### config.mk
export PLATFORM = sky130hd
export DESIGN_NAME = crc32_prefix_loaded_string_hash_top
export DESIGN_NICKNAME = d
export VERILOG_FILES = /design/src/rtl/core/crcph_pkg.sv /design/src/rtl/core/crcph_core.sv /design/src/rtl/core/crc32_prefix_loaded_string_hash_top.sv
export SDC_FILE = /design/constraint.sdc
export NUM_CORES = 1
export LEC_CHECK = 0
export ABC_AREA = 1
export BUFFER_PORTS_ARGS = -buffer_cell sky130_fd_sc_hd__clkbuf_2
export CAP_MARGIN = 40
export CORE_MARGIN = 2
export CORE_UTILIZATION = 30
export CTS_CLUSTER_DIAMETER = 60
export DETAILED_ROUTE_END_ITERATION = 12
export SYNTH_ARGS = -nofsm -noshare
export SYNTH_HDL_FRONTEND = slang
export SYNTH_SLANG_ARGS = --single-unit
### constraint.sdc
create_clock -name clk -period 4.2 [get_ports clk]
set_input_delay 0.63 -clock clk [delete_from_list [all_inputs] [get_ports clk]]
set_output_delay 0.63 -clock clk [all_outputs]
set_load 0.01 [all_outputs]
### src/rtl/core/crcph_pkg.sv
// ----------------------------------------------------------------------------
// crcph_pkg
// Types, constants and the table function of the prefix-loaded CRC-32 hash.
// ----------------------------------------------------------------------------
package crcph_pkg;

  localparam int unsigned HashW = 32;
  localparam int unsigned ByteW = 8;
  localparam int unsigned PosW  = 3;

  localparam logic [HashW-1:0] PolyReset  = 32'h04C1_1DB7;
  localparam logic [PosW-1:0]  PosPacked  = 3'd4;

  typedef struct packed {
    logic             produce;
    logic [HashW-1:0] hash;
  } crcph_result_t;

  // Table entry for one top byte: eight MSB-first shift and conditional XOR steps.
  function automatic logic [HashW-1:0] crcph_table(input logic [ByteW-1:0] top,
                                                    input logic [HashW-1:0] poly);
    logic [HashW-1:0] v;
    v = {top, {(HashW-ByteW){1'b0}}};
    for (int k = 0; k < 8; k++) begin
      v = v[HashW-1] ? ({v[HashW-2:0], 1'b0} ^ poly) : {v[HashW-2:0], 1'b0};
    end
    return v;
  endfunction

endpackage

### src/rtl/core/crcph_core.sv
// ----------------------------------------------------------------------------
// crcph_core
// Hash state and the one-beat update of the accumulator.
// ----------------------------------------------------------------------------
module crcph_core import crcph_pkg::*; (
  input  logic             clk,
  input  logic             rst_n,
  input  logic             step,
  input  logic [ByteW-1:0] data_byte,
  input  logic             last_byte,
  input  logic             empty_message,
  input  logic [HashW-1:0] polynomial,
  output crcph_result_t    result
);

  logic [HashW-1:0] acc_r, acc_nxt, acc_upd;
  logic [PosW-1:0]  pos_r, pos_nxt, pos_upd;
  logic             term_r, term_nxt, term_upd;
  logic [HashW-1:0] packed_byte;

  always_comb begin
    case (pos_r)
      3'd1:    packed_byte = {8'h00, data_byte, 16'h0000};
      3'd2:    packed_byte = {16'h0000, data_byte, 8'h00};
      3'd3:    packed_byte = {24'h000000, data_byte};
      default: packed_byte = '0;
    endcase
  end

  always_comb begin
    acc_upd  = acc_r;
    pos_upd  = pos_r;
    term_upd = term_r;
    if (!term_r) begin
      if (pos_r == 3'd0) begin
        acc_upd = {data_byte, 24'h000000};
        pos_upd = 3'd1;
      end else if (data_byte == '0) begin
        term_upd = 1'b1;
      end else if (pos_r < PosPacked) begin
        pos_upd = pos_r + 3'd1;
        acc_upd = (pos_r == 3'd3) ? ~(acc_r | packed_byte) : (acc_r | packed_byte);
      end else begin
        acc_upd = {acc_r[HashW-ByteW-1:0], data_byte}
                  ^ crcph_table(acc_r[HashW-1 -: ByteW], polynomial);
      end
    end
  end

  always_comb begin
    result.produce = empty_message || last_byte;
    if (empty_message) begin
      result.hash = '0;
    end else begin
      result.hash = (pos_upd >= PosPacked) ? ~acc_upd : acc_upd;
    end
    if (result.produce) begin
      acc_nxt  = '0;
      pos_nxt  = '0;
      term_nxt = 1'b0;
    end else begin
      acc_nxt  = acc_upd;
      pos_nxt  = pos_upd;
      term_nxt = term_upd;
    end
  end

  always_ff @(posedge clk) begin
    if (!rst_n) begin
      acc_r  <= '0;
      pos_r  <= '0;
      term_r <= 1'b0;
    end else if (step) begin
      acc_r  <= acc_nxt;
      pos_r  <= pos_nxt;
      term_r <= term_nxt;
    end
  end

endmodule

### src/rtl/core/crc32_prefix_loaded_string_hash_top.sv
// ----------------------------------------------------------------------------
// crc32_prefix_loaded_string_hash_top
// Byte-serial string hash with a prefix-loaded, MSB-first CRC-32 update.
// ----------------------------------------------------------------------------
// Each beat is held in an input register and then folded into the hash
// state, so the block takes one byte per clock unless stalled; a beat that
// ends a string writes its hash from the input register into the output
// register. The only stall comes from the output register, when a
// finished hash is still waiting and the held beat would produce another.
module crc32_prefix_loaded_string_hash_top import crcph_pkg::*; (
  input  logic             clk,
  input  logic             rst_n,
  input  logic             in_valid,
  output logic             in_ready,
  input  logic [ByteW-1:0] in_data_byte,
  input  logic             in_last_byte,
  input  logic             in_empty_message,
  output logic             out_valid,
  input  logic             out_ready,
  output logic [HashW-1:0] out_hash_value,
  input  logic             cfg_psel,
  input  logic             cfg_penable,
  input  logic             cfg_pwrite,
  input  logic [2:0]       cfg_paddr,
  input  logic [31:0]      cfg_pwdata,
  output logic [31:0]      cfg_prdata,
  output logic             cfg_pready
);

  logic             in_valid_r;
  logic [ByteW-1:0] data_r;
  logic             last_r;
  logic             empty_r;
  logic             out_valid_r;
  logic [HashW-1:0] hash_r;
  logic [HashW-1:0] poly_r;
  logic             step;
  logic             out_free;
  crcph_result_t    result;

  assign cfg_pready = 1'b1;
  assign cfg_prdata = cfg_paddr[2] ? 32'h0 : poly_r;

  always_ff @(posedge clk) begin
    if (!rst_n) begin
      poly_r <= PolyReset;
    end else if (cfg_psel && cfg_penable && cfg_pwrite && !cfg_paddr[2]) begin
      poly_r <= cfg_pwdata;
    end
  end

  assign out_free = !out_valid_r || out_ready;
  assign step     = in_valid_r && (!result.produce || out_free);
  assign in_ready = !in_valid_r || step;

  always_ff @(posedge clk) begin
    if (!rst_n) begin
      in_valid_r <= 1'b0;
    end else if (in_ready) begin
      in_valid_r <= in_valid;
    end
  end

  always_ff @(posedge clk) begin
    if (in_ready && in_valid) begin
      data_r  <= in_data_byte;
      last_r  <= in_last_byte;
      empty_r <= in_empty_message;
    end
  end

  crcph_core u_core (
    .clk           (clk),
    .rst_n         (rst_n),
    .step          (step),
    .data_byte     (data_r),
    .last_byte     (last_r),
    .empty_message (empty_r),
    .polynomial    (poly_r),
    .result        (result)
  );

  always_ff @(posedge clk) begin
    if (!rst_n) begin
      out_valid_r <= 1'b0;
    end else if (out_free) begin
      out_valid_r <= step && result.produce;
    end
  end

  always_ff @(posedge clk) begin
    if (step && result.produce) begin
      hash_r <= result.hash;
    end
  end

  assign out_valid      = out_valid_r;
  assign out_hash_value = hash_r;

endmodule

### After elaboration in Yosys (flattened, before gate mapping)

Index checks and enable logic that the tools add are counted.
Widths: inputs -> output; s select.

* bits in registers: 112

* add/sub/neg operators: 1
* $lt $le $gt $ge: 2
* equal/unequal tests: 3
* mux-type cells: 26
* bitwise gates (word level): 12
* reductions and logical operators: 16

Operator list (number)
* $mux 32: 16
* $xor 32x32->32: 9
* $pmux 24 s3: 1
* $not 32->32: 2
* $or 32x24->32: 1
* $mux 3: 5
* $logic_not 8->1: 1
* $eq 3x2->1 const B: 2
* $logic_and 1x1->1: 6
* $logic_not 1->1: 4
* $logic_or 1x1->1: 4
* $mux 1: 4
* $add 3x1->3 const B: 1
* $eq 3x1->1 const B: 1
* $ge 3x3->1 const B: 1
* $logic_not 3->1: 1
* $lt 3x3->1 const B: 1

### Logic depth before layout (Yosys ltp)

* depth after elaboration: 23
* depth in mapped cells: 33

### Hierarchy

A second synthesis with hierarchy kept.

* cells, all modules: 2093
* area total of the unflattened synthesis: 11877.6 um2

By module, submodules not included
* crcph_core: times used 1, cells an instance 1782, area an instance 8924.8 um2
* crc32_prefix_loaded_string_hash_top: times used 1, cells an instance 311, area an instance 2952.8 um2

### Worst setup path after synthesis

No wires, ideal clock.

* path kind: flip-flop to flip-flop
* start: register poly_r[31]
* end: register hash_r[12], in the netlist out_hash_value[12] (data pin)
* library setup time: 0.270 ns
* data arrival time: 2.798 ns
* required time: 3.930 ns
* setup slack: 1.131 ns
* cell stages (with the launch flop): 31
* buffers on the path: 2
* cell sequence: dfxtp_1 -> nand2_1 -> nand2_2 -> nand2_4 -> nand2_1 -> nand2_2 -> nand2_4 -> nand2_1 -> nand2_2 -> nand2_2 -> buf_6 -> inv_6 -> nand2_1 -> nand2_1 -> nand2_2 -> xnor2_2 -> nand2_1 -> inv_1 -> nor2_4 -> nand3_4 -> nand2_4 -> buf_6 -> nor2_1 -> nand2_1 -> nand3_1 -> nand2_1 -> nand2_1 -> nand2_1 -> nand2_1 -> nand2_1 -> a21oi_1

* word-level cells in the longest chain between the ends: 22

Ends and longest elaborated chain
* start, declared: line crc32_prefix_loaded_string_hash_top.sv:36 `logic [HashW-1:0] poly_r;`
* start signal, assigned: line crc32_prefix_loaded_string_hash_top.sv:46 `poly_r <= PolyReset;`
* start signal, assigned: line crc32_prefix_loaded_string_hash_top.sv:48 `poly_r <= cfg_pwdata;`
* $xor 32x32->32: line crcph_pkg.sv:25 `v = v[HashW-1] ? ({v[HashW-2:0], 1'b0} ^ poly) : {v[HashW-2:0], 1'b0};`
* $mux 32 (2 in series): line crcph_pkg.sv:25
* $xor 32x32->32: line crcph_pkg.sv:25
* $mux 32: line crcph_pkg.sv:25
* $xor 32x32->32: line crcph_pkg.sv:25
* $mux 32: line crcph_pkg.sv:25
* $xor 32x32->32: line crcph_pkg.sv:25
* $mux 32: line crcph_pkg.sv:25
* [... 5 more ...]
* $mux 32 *: line crcph_pkg.sv:25
* $xor 32x32->32 *: line crcph_core.sv:45 `^ crcph_table(acc_r[HashW-1 -: ByteW], polynomial);`
* $mux 32 *: line crcph_core.sv:40 `end else if (pos_r < PosPacked) begin`
* $mux 32 *: line crcph_core.sv:38 `end else if (data_byte == '0) begin`
* $mux 32 *: line crcph_core.sv:35 `if (pos_r == 3'd0) begin`
* $mux 32 *: line crcph_core.sv:34 `if (!term_r) begin`
* $not 32->32: line crcph_core.sv:55 `result.hash = (pos_upd >= PosPacked) ? ~acc_upd : acc_upd;`
* $mux 32 *: line crcph_core.sv:55
* end signal, assigned: line crc32_prefix_loaded_string_hash_top.sv:93 `hash_r <= result.hash;`
* end, declared: line crc32_prefix_loaded_string_hash_top.sv:35 `logic [HashW-1:0] hash_r;`

Mark *: on every way between the ends. The rest lies on a longest branch, timed or not.
A chain may end at the register's enable or synchronous reset.

### Final worst setup path

* start: register u_core.acc_r[30]
* end: register hash_r[4], in the netlist out_hash_value[4] (data pin)

* word-level cells in the longest chain between the ends: 21

Ends and longest elaborated chain
* start, declared: line crcph_core.sv:16 `logic [HashW-1:0] acc_r, acc_nxt, acc_upd;`
* start signal, assigned: line crcph_core.sv:74 `acc_r <= acc_nxt;`
* $xor 32x32->32: line crcph_pkg.sv:25
* $mux 32 * (2 in series): line crcph_pkg.sv:25
* $xor 32x32->32: line crcph_pkg.sv:25
* $mux 32 * (2 in series): line crcph_pkg.sv:25
* $xor 32x32->32 / $mux 32 (equally long branches): line crcph_pkg.sv:25
* $mux 32 *: line crcph_pkg.sv:25
* $xor 32x32->32 / $mux 32 (equally long branches): line crcph_pkg.sv:25
* $mux 32 *: line crcph_pkg.sv:25
* [... 3 more ...]
* $mux 32 *: line crcph_pkg.sv:25
* $xor 32x32->32 *: line crcph_core.sv:45
* $mux 32 *: line crcph_core.sv:40
* $mux 32 *: line crcph_core.sv:38
* $mux 32 *: line crcph_core.sv:35
* $mux 32 *: line crcph_core.sv:34
* $not 32->32: line crcph_core.sv:55
* $mux 32 *: line crcph_core.sv:55

Marks and branches as above.

==> results.md <==
| Parameter | Reported |
|---|---|
| Syn Std Cell Area | 11400 um2 |
| Final cycle utilization of the critical path | 0.9136 |
| Proportion of power drawn by the clock network | 0.335 |
| Post-route design area | 12750 um2 |
| Power dissipated by switching net loads | 938.3 uW |
| Type of the setup path with the least slack | register to register |
| Die boundary width | 198.9 um |
| Number of global-route vias before repair | 11980 |
| Placer's final routability congestion estimate | 0.9233 |
| Number of antenna violations at the first check in global routing | 0 |
| Initial Utilization | 0.3034 |
| Maximum buffer depth of the clock tree | 2 |
| Post-synthesis cell type count | 42 |
| Switching fraction of total power | 0.3438 |
| Gate count after technology mapping | 1964 |
| Post-Route Setup TNS | 0 ps |
| Crit-path slowest cell | dfxtp_2 |
| Leakage component of the power | 0.005736 uW |
| Count of flip-flops with a built-in enable after synthesis | 42 |
| DRC marker count from the first detailed-route iteration | 1089 |
| Total routed wirelength | 42.40 mm |
| Number of cell instances on the worst register-to-register path | 28 |
| Maximum fanout along the worst path | 16 |
| Synthesis-stage register bit count | 112 |
| Antenna viol nets, final | 0 |
| Clock latency of the later-clocked register in the worst-skew pair | 390 ps |
| Register share of total power | 0.445 |
| HPWL reported at the end of detailed placement | 31.24 mm |
| Commonest cells post-synth | nand2_1, nand3_1, inv_1, a21oi_1, nor2_1 |
| Internal power of the cells | 1791 uW |
| Hold Path Depth | 1 |
| Most common flop cell mapped by yosys | dfxtp_1 |
| Cell count after placement | 2504 |
| Number of iterations in the first detailed-routing pass | 6 |
| Worst supply voltage drop on vdd | 194.9 uV |
| Port Buffers | 115 |
| Final net count | 2060 |
| Shortest period the worst path allows | 3837 ps |
| All-layer global routing usage | 0.2160 |
| Row cnt | 71 |
| Remaining routing DRC violations | 0 |
| Source of the worst register-to-register timing path | u_core.acc_r[30] |
| Clock Skews | 16.69 ps |
| Pin count of the biggest net entering global routing | 41 |
| Required @ worst endpoint | 4320 ps |
| End-of-flow core utilization | 0.3394 |
| Ratio of cells with drive above 1 in the final layout | 0.1110 |
| Number of endpoints with negative hold slack in the final report | 0 |
| Max Slew Vio Count | 0 |
| TritonCTS clock tree | built |
| Routed vias | 12810 |
| Critical Path Source | u_core.acc_r[30] |
| Fmax achieved | 260.6 MHz |
| Per-cell via count in the routed design | 5.084 |
| Capture endpoint of the worst hold path | data_r[1] |
| Post-CTS Repair Setup Buffers | 0 |
| Die Y | 198.9 um |
| Worst Hold Class | input pin to register |
| Slew of the pin with the lowest slew margin | 880.5 ps |
| Combinational group share of total power | 0.220 |
| Wire length per cell | 16.83 um |
| Flop2flop setup slack | 360 ps |
| Final Power | 2729 uW |
| Area fraction of the dominant cell type after synthesis | 0.2374 |
| Signed area change from the synthesized netlist to the final layout | 11.88% |
| Hold path startpoint | in_data_byte[1] |
| Placed standard-cell area | 12410 um2 |
| PwrDens | 214.0 nW/um2 |
| Startpoint kind of the worst setup timing path | register |
| Clock slew at the register clock pins of the worst setup and hold paths | 90 ps |
| Total overflow reported by the global router | 0 |
| Final setup violation count | 0 |
| Share of async-settable or async-resettable flops after synthesis | 0 |
| CP dominant cell by count | nand2_1 |
| Setup repair after global routing missed its margin | false |
| Wire length of the first global-routing pass | 66.07 mm |
| Crit end category | register |
| Worst rel slew slack | 0.4123 |
| CTS Buf Count | 9 |
| ANT cells | 0 |
| Total of warnings raised by yosys | 0 |
| Core Region | 37580 um2 |
| # IOs | 119 |
| Clock sinks | 112 |
| Mean area per synthesized cell | 5.804 um2 |
| Outcome | finished clean |
| Floorplan die area | 39580 um2 |
| Dominant cell type by area after synthesis | nand2_1 |
| Biggest area contributors in the synthesized netlist | nand2_1, dfxtp_1, nand3_1, edfxtp_1, a21oi_1 |
| Count of max-cap constraint violations | 0 |
| Worst flop-to-flop path endpoint | out_hash_value[4] |
| CTS Root Buffer Type | clkbuf_16 |
| Post-Synthesis Net Count | 2020 |
| Final cell count without fillers | 2520 |
| Post-synthesis sequential area ratio | 0.2336 |
| CP max stage delay | 370 ps |
| Cell with the most instances after synthesis | nand2_1 |
| Data arrival time at the worst-slack endpoint | 3950 ps |
| Number of H-tree branching levels | 3 |
[flip-flops by register name (all words and copies together) (netlist names)]
| register | count |
|---|---|
| data_r | 8 |
| last_r | 1 |
| u_core.acc_r | 32 |
| out_hash_value | 32 |
| u_core.term_r | 1 |
| empty_r | 1 |
| in_valid_r | 1 |
| u_core.pos_r | 3 |
| poly_r | 32 |
| out_valid | 1 |
[area by class of cell]
class                           instances  area, um2
Clock buffer                            9      225.2
Inverter                              176      665.6
Fill cell                            4179      24820
Clock inverter                          7      76.32
Sequential cell                       112       2669
Multi-Input combinational cell       1549       7503
Tap cell                              511      639.4
Timing Repair Buffer                  156      974.7
[cells by family after synthesis]
family | synth area share
XOR/XNOR | 0.08671
AND/OR/NAND/NOR | 0.4335
buffers and inverters | 0.1109
adder cells (fa/ha/maj) | 0.004390
flip-flops | 0.2336
other | 0.0003290
AO/OA/AOI/OAI | 0.1306
[how the worst max path moves through the flow]
stage	end	slack (ps)	depth (start not counted)
6_report	out_hash_value[4]	360	28
5_1_grt	out_hash_value[3]	5	29
4_1_cts	out_hash_value[3]	90	28
3_5_place_dp	out_hash_value[3]	120	28
3_3_place_gp	out_hash_value[3]	190	25
2_1_floorplan	out_hash_value[12]	1130	30
[critical path, delay by kind of cell, from the launching register on]
kind | cells | cell delay, ps
simple gates | 23 | 2270
xor+xnor | 1 | 330
flops | 1 | 370
compound gates | 1 | 60
buf+inv | 3 | 510
[timing repair]
| item | in CTS | in global routing |
|---|---|---|
| hold buffers | 0 | 0 |
| gates resized for setup | 0 | 12 |
| endpoints found under the setup margin | 0 | 64 |
[power groups by stage]
stage                     Sequential [uW]  Clock, uW  Combinational (uW)
after floorplan                      1210          0                 432
after global placement               1240          0                 574
after detailed placement             1240          0                 590
after CTS                            1210        950                 593
after global routing                 1220        980                 676
final                                1210        915                 600
[layer usage]
layer | vias to the layer above | track usage | share of wire | wire (um)
met5 | - | 0 | 0 | 0
met4 | 0 | 0.1108 | 0.050 | 2102
met3 | 93 | 0.02560 | 0.051 | 2166
met2 | 405 | 0.3709 | 0.48 | 20260
met1 | 5953 | 0.2656 | 0.42 | 17870
li1 | 6360 | - | - | -
[cell usage in the layout, fill, tap and decap left out, types with 3 or more instances in the layout]
cell type | Yosys | final
xor2_1 | 45 | 45
nand3b_1 | 7 | 7
buf_4 | 7 | 33
o21ai_0 | 90 | 90
a21o_1 | 16 | 16
nor2_2 | 3 | 4
o21ai_1 | 4 | 3
nor2_4 | 3 | 3
a22oi_1 | 4 | 4
edfxtp_1 | 42 | 42
nand2_4 | 5 | 5
nand2_2 | 9 | 8
nand2_1 | 721 | 721
xnor2_1 | 66 | 66
clkbuf_16 | 0 | 9
o211ai_1 | 24 | 24
clkbuf_2 | 0 | 115
buf_8 | 0 | 3
a21oi_1 | 127 | 126
ha_1 | 4 | 4
clkinv_1 | 4 | 4
dfxtp_1 | 70 | 67
nor2_1 | 118 | 117
inv_2 | 3 | 3
nand3_2 | 15 | 15
nand3_1 | 269 | 269
inv_1 | 168 | 168
o21bai_1 | 3 | 3
[stage by stage]
stage,worst slack [ps],hold slack (ps)
finish,363.1,420.0
global route,4.655,410.9
detailed placement,124.5,490.9
global placement,189.3,488.2
floorplan,1131,470.3
CTS,88.70,401.2
No activity file was read; power rests on OpenSTA's default activity.
